## src/rtl/mexp_pkg.sv

```systemverilog
// Shared widths, constants and types for the modular exponentiation block.
// No dependencies; every other file imports this package.
package mexp_pkg;

  localparam int MOD_W       = 31;                 // modulus and result width
  localparam int BASE_W      = 63;                 // base field width
  localparam int EXP_FIELD_W = 63;                 // exponent field width
  localparam int EXP_BITS    = 63;                 // low exponent bits processed
  localparam int OPER_W      = BASE_W;             // multiplier operand register
  localparam int PAD_W       = OPER_W - MOD_W;     // left-align a residue in OPER_W
  localparam int CNT_W       = $clog2(OPER_W + 1);

  typedef logic [MOD_W-1:0]       mod_t;
  typedef logic [BASE_W-1:0]      base_t;
  typedef logic [EXP_FIELD_W-1:0] exp_field_t;
  typedef logic [EXP_BITS-1:0]    exp_t;
  typedef logic [OPER_W-1:0]      oper_t;
  typedef logic [CNT_W-1:0]       cnt_t;

  localparam mod_t MOD_RESET = MOD_W'(1000000007);
  localparam mod_t MOD_ONE   = MOD_W'(1);
  localparam mod_t MOD_TWO   = MOD_W'(2);

  // Command to the shared modular multiply unit.
  typedef struct packed {
    logic start;
    mod_t a;        // multiplicand, must be below the modulus
    oper_t b;       // multiplier bits, scanned from the MSB down
    cnt_t nbits;    // number of multiplier bits to scan
  } mm_cmd_t;

  // Status back from the multiply unit.
  typedef struct packed {
    logic done;     // one-cycle pulse, product valid
    mod_t product;
  } mm_stat_t;

endpackage

```

## src/rtl/mexp_if.sv

```systemverilog
// Valid/ready channel interfaces for input items and results.
// Depends on mexp_pkg.
interface mexp_in_if;
  import mexp_pkg::*;
  logic       valid;
  logic       ready;
  base_t      base_value;
  exp_field_t exponent;
  modport source (output valid, output base_value, output exponent, input ready);
  modport sink   (input valid, input base_value, input exponent, output ready);
endinterface

interface mexp_out_if;
  import mexp_pkg::*;
  logic valid;
  logic ready;
  mod_t result;
  modport source (output valid, output result, input ready);
  modport sink   (input valid, input result, output ready);
endinterface

```

## src/rtl/modular_exponentiation.sv

```systemverilog
// Modular exponentiation, base ** exponent mod modulus, right-to-left binary.
// The base is first reduced mod m, then each modular multiply or squaring runs
// on the shared unit, one bit per cycle. One item at a time: a new item is
// taken once the last result has moved to the output register. A modulus
// below two needs no multiply; a zero exponent stops after the base reduction.
// Reset (rst, synchronous): idle, no result held, modulus = 1000000007.
module modular_exponentiation (
  input  logic           clk,
  input  logic           rst,
  input  logic           cfg_wr_en,
  input  mexp_pkg::mod_t cfg_wr_data,
  mexp_in_if.sink        in_ch,
  mexp_out_if.source     out_ch
);
  import mexp_pkg::*;

  mod_t     modulus;
  mm_cmd_t  mm_cmd;
  mm_stat_t mm_stat;
  logic     res_valid;
  mod_t     res;
  logic     res_take;
  logic     out_valid;
  mod_t     out_res;

  // Modulus register; the user must write it only while the block is idle. The block itself does not enforce this.
  always_ff @(posedge clk) begin
    if (rst) begin
      modulus <= MOD_RESET;
    end else if (cfg_wr_en) begin
      modulus <= cfg_wr_data;
    end
  end

  // Sequencer: owns the input channel, the exponent shift register and the
  // acc / cur residues, and drives the shared multiply unit.
  mexp_ctrl u_ctrl (
    .clk       (clk),
    .rst       (rst),
    .in_ch     (in_ch),
    .modulus   (modulus),
    .cmd       (mm_cmd),
    .stat      (mm_stat),
    .res_valid (res_valid),
    .res       (res),
    .res_take  (res_take)
  );

  // Shared bit-serial modular multiplier: used for the base reduction (all
  // 63 base bits) and every multiply and squaring (31 multiplier bits each).
  mexp_modmul u_modmul (
    .clk     (clk),
    .rst     (rst),
    .modulus (modulus),
    .cmd     (mm_cmd),
    .stat    (mm_stat)
  );

  // Output register: a finished result moves here so the sequencer can go
  // back to idle and take the next transfer while this one waits downstream.
  assign res_take = res_valid && (!out_valid || out_ch.ready);

  always_ff @(posedge clk) begin
    if (rst) begin
      out_valid <= 1'b0;
    end else if (res_take) begin
      out_valid <= 1'b1;
    end else if (out_ch.ready) begin
      out_valid <= 1'b0;
    end
  end

  always_ff @(posedge clk) begin
    if (res_take) begin
      out_res <= res;
    end
  end

  assign out_ch.valid  = out_valid;
  assign out_ch.result = out_res;

endmodule

```

## src/rtl/mexp_modmul.sv

```systemverilog
// Shared bit-serial modular multiply unit: product = a * b mod m.
// One multiplier bit per cycle, MSB first. Depends on mexp_pkg.
module mexp_modmul (
  input  logic               clk,
  input  logic               rst,
  input  mexp_pkg::mod_t     modulus,
  input  mexp_pkg::mm_cmd_t  cmd,
  output mexp_pkg::mm_stat_t stat
);
  import mexp_pkg::*;

  mod_t  acc;
  mod_t  acc_next;
  mod_t  a_r;
  oper_t b_r;
  cnt_t  cnt;
  logic  busy;
  logic  done;

  logic [MOD_W+1:0] t;
  logic [MOD_W+1:0] m1;
  logic [MOD_W+1:0] m2;

  // acc < m and a < m, so 2*acc + a < 3m: at most one of m or 2m comes off.
  always_comb begin
    m1 = {2'b00, modulus};
    m2 = {1'b0, modulus, 1'b0};
    t  = {1'b0, acc, 1'b0} + {2'b00, (b_r[OPER_W-1] ? a_r : MOD_W'(0))};
    if (t >= m2) begin
      acc_next = MOD_W'(t - m2);
    end else if (t >= m1) begin
      acc_next = MOD_W'(t - m1);
    end else begin
      acc_next = MOD_W'(t);
    end
  end

  always_ff @(posedge clk) begin
    if (rst) begin
      busy <= 1'b0;
      done <= 1'b0;
    end else begin
      done <= 1'b0;
      if (cmd.start) begin
        acc  <= '0;
        a_r  <= cmd.a;
        b_r  <= cmd.b;
        cnt  <= cmd.nbits;
        busy <= 1'b1;
      end else if (busy) begin
        acc <= acc_next;
        b_r <= b_r << 1;
        cnt <= cnt - CNT_W'(1);
        if (cnt == CNT_W'(1)) begin
          busy <= 1'b0;
          done <= 1'b1;
        end
      end
    end
  end

  assign stat.done    = done;
  assign stat.product = acc;

endmodule

```

## src/rtl/mexp_ctrl.sv

```systemverilog
// Square-and-multiply sequencer: reduces the base, then walks the exponent
// bits, issuing multiplies and squarings to mexp_modmul. Depends on mexp_pkg.
module mexp_ctrl (
  input  logic               clk,
  input  logic               rst,
  mexp_in_if.sink            in_ch,
  input  mexp_pkg::mod_t     modulus,
  output mexp_pkg::mm_cmd_t  cmd,
  input  mexp_pkg::mm_stat_t stat,
  output logic               res_valid,
  output mexp_pkg::mod_t     res,
  input  logic               res_take
);
  import mexp_pkg::*;

  typedef enum logic [2:0] {
    S_IDLE,
    S_RED,   // base reduction running
    S_MUL,   // acc * cur running
    S_SQR,   // cur * cur running
    S_FIN    // result waiting for the output register
  } state_t;

  state_t state;
  exp_t   exp_r;
  exp_t   exp_shift;
  mod_t   acc;
  mod_t   cur;

  assign exp_shift   = exp_r >> 1;
  assign in_ch.ready = (state == S_IDLE);
  assign res_valid   = (state == S_FIN);

  always_ff @(posedge clk) begin
    if (rst) begin
      state     <= S_IDLE;
      cmd.start <= 1'b0;
    end else begin
      cmd.start <= 1'b0;
      unique case (state)
        S_IDLE: begin
          if (in_ch.valid) begin
            exp_r <= in_ch.exponent[EXP_BITS-1:0];
            acc   <= MOD_ONE;
            if (modulus < MOD_TWO) begin
              res   <= '0;
              state <= S_FIN;
            end else begin
              // base mod m: scan the base into 1 * base
              cmd.start <= 1'b1;
              cmd.a     <= MOD_ONE;
              cmd.b     <= OPER_W'(in_ch.base_value);
              cmd.nbits <= CNT_W'(BASE_W);
              state     <= S_RED;
            end
          end
        end
        S_RED: begin
          if (stat.done) begin
            cur <= stat.product;
            if (exp_r == '0) begin
              res   <= MOD_ONE;
              state <= S_FIN;
            end else if (exp_r[0]) begin
              cmd.start <= 1'b1;
              cmd.a     <= stat.product;
              cmd.b     <= {acc, {PAD_W{1'b0}}};
              cmd.nbits <= CNT_W'(MOD_W);
              state     <= S_MUL;
            end else begin
              cmd.start <= 1'b1;
              cmd.a     <= stat.product;
              cmd.b     <= {stat.product, {PAD_W{1'b0}}};
              cmd.nbits <= CNT_W'(MOD_W);
              state     <= S_SQR;
            end
          end
        end
        S_MUL: begin
          if (stat.done) begin
            acc <= stat.product;
            if (exp_shift == '0) begin
              // last set bit: the final squaring is not needed
              res   <= stat.product;
              state <= S_FIN;
            end else begin
              cmd.start <= 1'b1;
              cmd.a     <= cur;
              cmd.b     <= {cur, {PAD_W{1'b0}}};
              cmd.nbits <= CNT_W'(MOD_W);
              state     <= S_SQR;
            end
          end
        end
        S_SQR: begin
          if (stat.done) begin
            cur   <= stat.product;
            exp_r <= exp_shift;
            // squaring only runs while higher bits remain set
            if (exp_shift[0]) begin
              cmd.start <= 1'b1;
              cmd.a     <= stat.product;
              cmd.b     <= {acc, {PAD_W{1'b0}}};
              cmd.nbits <= CNT_W'(MOD_W);
              state     <= S_MUL;
            end else begin
              cmd.start <= 1'b1;
              cmd.a     <= stat.product;
              cmd.b     <= {stat.product, {PAD_W{1'b0}}};
              cmd.nbits <= CNT_W'(MOD_W);
              state     <= S_SQR;
            end
          end
        end
        S_FIN: begin
          if (res_take) begin
            state <= S_IDLE;
          end
        end
        default: begin
          state <= S_IDLE;
        end
      endcase
    end
  end

endmodule

```

## src/flat_wrapper.sv

```systemverilog
// flat-port wrapper written by rule: the top's interface ports become plain ports
module modular_exponentiation_flat import mexp_pkg::*;
  (clk, rst, cfg_wr_en, cfg_wr_data, in_ch_valid, in_ch_base_value, in_ch_exponent, in_ch_ready, out_ch_valid, out_ch_result, out_ch_ready);
  mexp_in_if in_ch_i ();
  mexp_out_if out_ch_i ();
  input  logic clk;
  input  logic rst;
  input  logic cfg_wr_en;
  input  mexp_pkg::mod_t cfg_wr_data;
  input wire logic [$bits(in_ch_i.valid)-1:0] in_ch_valid;
  input wire logic [$bits(in_ch_i.base_value)-1:0] in_ch_base_value;
  input wire logic [$bits(in_ch_i.exponent)-1:0] in_ch_exponent;
  output wire logic [$bits(in_ch_i.ready)-1:0] in_ch_ready;
  output wire logic [$bits(out_ch_i.valid)-1:0] out_ch_valid;
  output wire logic [$bits(out_ch_i.result)-1:0] out_ch_result;
  input wire logic [$bits(out_ch_i.ready)-1:0] out_ch_ready;
  assign in_ch_i.valid = in_ch_valid;
  assign in_ch_i.base_value = in_ch_base_value;
  assign in_ch_i.exponent = in_ch_exponent;
  assign in_ch_ready = in_ch_i.ready;
  assign out_ch_valid = out_ch_i.valid;
  assign out_ch_result = out_ch_i.result;
  assign out_ch_i.ready = out_ch_ready;
  modular_exponentiation u_core (.clk(clk), .rst(rst), .cfg_wr_en(cfg_wr_en), .cfg_wr_data(cfg_wr_data), .in_ch(in_ch_i), .out_ch(out_ch_i));
endmodule
```

## config.mk

```make
export PLATFORM = sky130hd
export DESIGN_NAME = modular_exponentiation_flat
export DESIGN_NICKNAME = d
export VERILOG_FILES = /design/src/rtl/mexp_pkg.sv /design/src/rtl/mexp_if.sv /design/src/rtl/modular_exponentiation.sv /design/src/rtl/mexp_modmul.sv /design/src/rtl/mexp_ctrl.sv /design/src/flat_wrapper.sv
export SDC_FILE = /design/constraint.sdc
export NUM_CORES = 1
export LEC_CHECK = 0
export BUFFER_PORTS_ARGS = -buffer_cell sky130_fd_sc_hd__buf_2
export CELL_PAD_IN_SITES_DETAIL_PLACEMENT = 1
export CELL_PAD_IN_SITES_GLOBAL_PLACEMENT = 2
export CORE_ASPECT_RATIO = 2
export CORE_MARGIN = 1
export CORE_UTILIZATION = 39
export CTS_BUF_LIST = sky130_fd_sc_hd__clkbuf_4
export CTS_CLUSTER_DIAMETER = 120
export CTS_CLUSTER_SIZE = 16
export DETAILED_ROUTE_END_ITERATION = 10
export PLACE_DENSITY_LB_ADDON = 0.12
export SLEW_MARGIN = 5
export SYNTH_ARGS = -nofsm -noshare
export SYNTH_HDL_FRONTEND = slang
export SYNTH_SLANG_ARGS = --single-unit
```

## constraint.sdc

```tcl
create_clock -name clk -period 6.2 [get_ports clk]
set_clock_uncertainty 0.1 [all_clocks]
set_input_delay 0 -clock clk [delete_from_list [all_inputs] [get_ports clk]]
set_output_delay 0 -clock clk [all_outputs]
set_load 0.02 [all_outputs]
```

---- After elaboration in Yosys (flattened, before gate mapping) ----
Cells that the tools add are included.
word-level totals
  bits of input ports ..................... 162
  output and inout bits ................... 33
  logic and storage cells ................. 113
  flip-flop bits (word level) ............. 456
operators by class
  bitwise logic cells ..................... 2
  order comparisons ....................... 3
  reduce and logical (&&, ||, !) cells .... 22
  equal/unequal tests ..................... 16
  $add $sub $neg .......................... 4
  mux-type cells .......................... 48
operators with widths
  kind                                                         number
  two-way mux 101 bit                                          7
  case mux 101 bit (4 select lines)                            1
  two-way mux 31 bit                                           12
  two-way mux 63 bit                                           4
  two-way mux 69 bit                                           2
  logical NOT 63 bit                                           2
  case mux 63 bit (2 select lines)                             1
  case mux 31 bit (3 select lines)                             1
  case mux 31 bit (2 select lines)                             1
  subtractor 31 bit                                            2
  adder 32 x 31 -> 33 bit                                      1
  >= comparator 33 x 31 -> 1 bit                               1
  >= comparator 33 x 32 -> 1 bit                               1
  less-than comparator 31 x 2 -> 1 bit, second input constant  1
  two-way mux 3 bit                                            8
  != test 2 bit, second input constant                         10
  case mux 3 bit (5 select lines)                              1
  two-way mux 6 bit                                            2
  AND reduction 9 bit                                          1
  two-way mux 1 bit                                            8
  AND reduction 4 bit                                          2
  AND reduction 8 bit                                          1
  nonzero test 2 bit                                           4
  == test 3 x 2 -> 1 bit, second input constant                2
  other kinds (17)                                             19

---- Depth between registers and ports, before layout ----
  depth in word-level cells ............... 6
  depth in mapped cells ................... 23
  mapped depth without buffers ............ 21

---- Cells and area by module ----
Synthesis repeated with hierarchy kept, for this count alone.
unflattened totals
  cells, all modules ...................... 2012
  area, all modules ....................... 24290.8 um^2
modules (own cells, without submodules)
  module                  area each (um^2)  seq. area each (um^2)  cells an instance  times used
  mexp_ctrl               11273.3           7647.3                 771                1
  mexp_modmul             10901.7           3973.8                 1104               1
  modular_exponentiation  2115.8            1571.5                 137                1

---- Least setup slack after synthesis ----
OpenSTA, ideal clock, no wires.
  path type ............................... register to register
  from .................................... register, netlist name u_core.u_ctrl.cmd[100]
  to ...................................... register u_core.u_modmul.acc[0] (enable)
  data arrival time ....................... 5123 ps
  path buffers ............................ 2
  path slack .............................. 417 ps
  clock period less this slack ............ 5783 ps
  cell stages (with the launch flop) ...... 5
  path through ............................ dfxtp_1 > clkbuf_1 > clkbuf_1 > nor2_1 > nor2_1
on the way
  cells in the longest elaborated chain, start to end .. 2
RTL lines
  item                           RTL line           source
  nonzero test 2 bit (no line)   --
  AND reduction 2 bit (no line)  --
  end signal, assigned           mexp_modmul.sv:51  acc <= acc_next;
  end, declared                  mexp_modmul.sv:12  mod_t acc;
Every way passes these cells.
A chain may end at the register's enable or synchronous reset.

---- Final worst setup path ----
  from .................................... register u_core.u_modmul.b_r[62]
  to ...................................... register u_core.u_modmul.acc[0] (data pin)
on the way
  cells in the longest elaborated chain, start to end .. 6
RTL lines
  item                                                                 RTL line                              source
  start, declared                                                      mexp_modmul.sv:15                     oper_t b_r;
  start signal, assigned                                               mexp_modmul.sv:47                     b_r <= cmd.b;
  start signal, assigned                                               mexp_modmul.sv:52                     b_r <= b_r << 1;
  two-way mux 31 bit (*)                                               mexp_modmul.sv:28                     t = {1'b0, acc, 1'b0} + {2'b00, (b_r[OPER_W-1] ? a_r : MOD_W'(0))};
  adder 32 x 31 -> 33 bit (*)                                          mexp_modmul.sv:28
  subtractor 31 bit or >= comparator 33 x 31 -> 1 bit (tied branches)  mexp_modmul.sv:32, mexp_modmul.sv:31
  two-way mux 31 bit                                                   mexp_modmul.sv:31                     end else if (t >= m1) begin
  two-way mux 31 bit (*)                                               mexp_modmul.sv:29                     if (t >= m2) begin
  two-way mux 31 bit (*)                                               mexp_modmul.sv:50                     end else if (busy) begin
Mark *: on every way between the ends. The rest lies on a longest branch, timed or not. The select of a mux whose other input is x is not followed.

==> flow_metrics.tcl <==
set metrics [dict create \
    outcome "finished, final reports clean" \
    synthTopCellsByArea "edfxtp_1 52%, mux2_2 7.3%, ha_1 5.0%" \
    ys_seq_elements 452 \
    start_util_pct 39.5 \
    place_congestion 0.839 \
    synth-async-reset-ratio_pct 0 \
    top_usage_layer "met2" \
    timing.rr.start "u_core.u_modmul.b_r[62]" \
    largest_register_ffs 97 \
    arrival_ns 6.46 \
    multi_input_area_um2 10100 \
    use_met2_pct 48.1 \
    grtUsageMet3_pct 2.05 \
    synth_edf_count 414 \
    synth_area_per_cell_um2 12.3 \
    netlist.area_leader.share_pct 52.4 \
    die_w_um 176 \
    fillers 6282 \
    antenna_found_initial 3 \
    endpoint_kind "flip-flop" \
    grtUsageTotal_pct 24.1 \
    yosysUniqueCellTypes 79 \
    synth_warnings 0 \
    p_leak_nw 11.7 \
    rsz0062_at_grt "no" \
    hold_path.class "primary input to flip-flop" \
    rows 127 \
    drv_cap 0 \
    critPathKind "flip-flop to flip-flop" \
    r2r.worst_path.cells 21 \
    drc_errors 0 \
    grt_overflow 0 \
    ant_nets 0 \
    whs_path_depth 6 \
    clk_pin_slew_ns 0.19 \
    yosysSeqAreaShare_pct 55.6 \
    ys_top_cells_by_count "414 x edfxtp_1, 154 x mux2_2, 131 x and2_1" \
    largestRegisters "u_core.u_ctrl.cmd: 97 flops, u_core.u_ctrl.exp_r: 63 flops, u_core.u_modmul.b_r: 63 flops" \
    via_count 18100 \
    wl_per_cell_um 22.4 \
    drv_slew 0 \
    wl_um 74500 \
    die_area_um2 61900 \
    port_buffers 194 \
    final_nets 2794 \
    min_period_ns 5.91 \
    place_hpwl_um 51200 \
    pin_count 195 \
    numCtsBuffers 34 \
    worst-r2r-setup-slack_ns 0.29 \
    coreArea_um2 60100 \
    slew_headroom_pct 28.1 \
    synth_area_um2 23700 \
    detail_route.iter0.violations 847 \
    drive_above_1_share_pct 20.6 \
    start_kind "flip-flop" \
    grt_pass1_vias 20100 \
    syn-instance-count 1936 \
    powerDensity_nw_per_um2 419 \
    vias_per_cell 5.44 \
    post-route-util_pct 50.6 \
    worstPathMaxFanout 4 \
    dr.pass1.iters 7 \
    grt_pass1_wl_um 114000 \
    die_y_um 351 \
    min-delay-start "in_ch_valid" \
    crit_start "u_core.u_modmul.b_r[62]" \
    regMostFlops "u_core.u_ctrl.cmd" \
    dominantRegCellSynth "edfxtp_1" \
    cts_buffer_depth 3 \
    hold_viol 0 \
    required_ns 6.75 \
    tritoncts "done" \
    max_slew.worst_pin.slew_ns 1.08 \
    setup_viol 0 \
    cts-root-buf "clkbuf_4" \
    use_met1_pct 26.1 \
    setup_ws_ns 0.290 \
    clk_latency_ns 0.83 \
    hold-path-endpoint "u_core.u_ctrl.state[1]" \
    seq_area_um2 13200 \
    yosysTopAreaCell "edfxtp_1" \
    finalCritPeriodShare_pct 95.3 \
    grt_max_degree 68 \
    vdd_drop_max_uv 203 \
    area_growth_pct 28.1 \
    r2r_end "u_core.u_modmul.acc[0]" \
    syn_nets 2195 \
    cts.sinks 452 \
    ctsHtreeMaxLevel 2 \
    fmax_mhz 169 \
    yosysMostFrequentCell "edfxtp_1" \
    place_ws_ns -0.146 \
]
-- logic make-up after synthesis --
family	Yosys count	share of synthesized area (%)
compound gates	448	13.1
xor+xnor	74	2.73
fa+ha+maj	97	5.21
buf+inv	158	2.56
flops	452	55.6
mux	212	9.76
simple gates	495	11.0
-- critical path, stage by stage, from the launching register on --
cell and delay (ns):
edfxtp_1 0.46, buf_4 0.17, and2_1 0.15, ha_1 0.23
fa_2 0.38, a211oi_2 0.23, o211a_1 0.22, o31ai_2 0.11
o21a_1 0.25, a21o_1 0.21, and4_1 0.20, or3b_2 0.50
ha_1 0.34, nand2_1 0.14, o211ai_1 0.11, a311oi_1 0.31
o21a_1 0.20, a31oi_1 0.14, or4_4 0.60, a31oi_4 0.25
mux2_1 0.37, nor2_1 0.09
-- area by class of cell --
| type | instances | share of cell area, % |
|---|---|---|
| Multi-Input combinational cell | 1326 | 33.2 |
| Sequential cell | 452 | 43.4 |
| Antenna cell | 3 | 0.0247 |
| Timing Repair Buffer | 653 | 17.8 |
| Inverter | 68 | 0.840 |
| Clock buffer | 51 | 1.26 |
| Clock inverter | 3 | 0.251 |
| Tap cell | 774 | 3.19 |
-- how the worst max path moves through the flow --
stage	to	slack [ns]
global route	u_core.u_modmul.acc[11]	0.003
detailed placement	u_core.u_modmul.acc[0]	-0.15
global placement	u_core.u_modmul.acc[0]	-0.07
CTS	u_core.u_modmul.acc[8]	0.001
finish	u_core.u_modmul.acc[0]	0.29
floorplan	u_core.u_modmul.acc[0]	0.42
-- timing repair --
item / 4_1_cts / 5_1_grt
setup endpoints to repair: 3 / 31
pin swaps: 0 / 6
hold buffers: 384 / 0
buffers inserted: 1 / 4
hold endpoints to repair: 295 / 0
resized for setup: 2 / 19
gates cloned: 0 / 0
-- cells in the final DEF (no fill, tap or decap), types with 28 or more instances in the layout --
master           n
dlygate4sd3_1  384
a22o_1          32
inv_1           66
xor2_1          33
mux2_2         154
a21o_1          34
mux2i_1         57
o21ai_1         39
xnor2_1         38
o21ai_0         50
edfxtp_1       414
and2_1         130
a222oi_1        31
ha_1            91
a21oi_1         91
nand2_1         98
nand3_1         30
nor4_1          28
nor3_1          30
clkbuf_4        51
nor2_1          82
buf_4           73
dfxtp_1         37
buf_2          194
-- through the flow --
stage / instance area, um^2 / cells / hold WS [ns] / total power [W] / setup TNS (ns)
finish: 30400 / 3330 / 0.292 / 0.0127 / 0
global placement: 25900 / 2884 / 0.122 / 0.0109 / -0.0747
floorplan: 23700 / 1936 / 0.0290 / 0.00876 / 0
detailed placement: 25900 / 2884 / 0.123 / 0.0110 / -0.146
global route: 30400 / 3330 / 0.327 / 0.0135 / 0
CTS: 30200 / 3323 / 0.204 / 0.0127 / 0
-- layer usage --
layer  routed length [um]  vias up
li1                     -     8591
met1                28800     9041
met2                41500      358
met3                 2010      115
met4                 2190        0
met5                    0        -
-- where the power goes --
group	internal (W)	leakage, nW	switching, W
sequential	0.00391	4.17	0.000303
combinational	0.00298	7.23	0.00408
clock	0.000460	0.270	0.000985
Power figures use the tool's default switching activity.
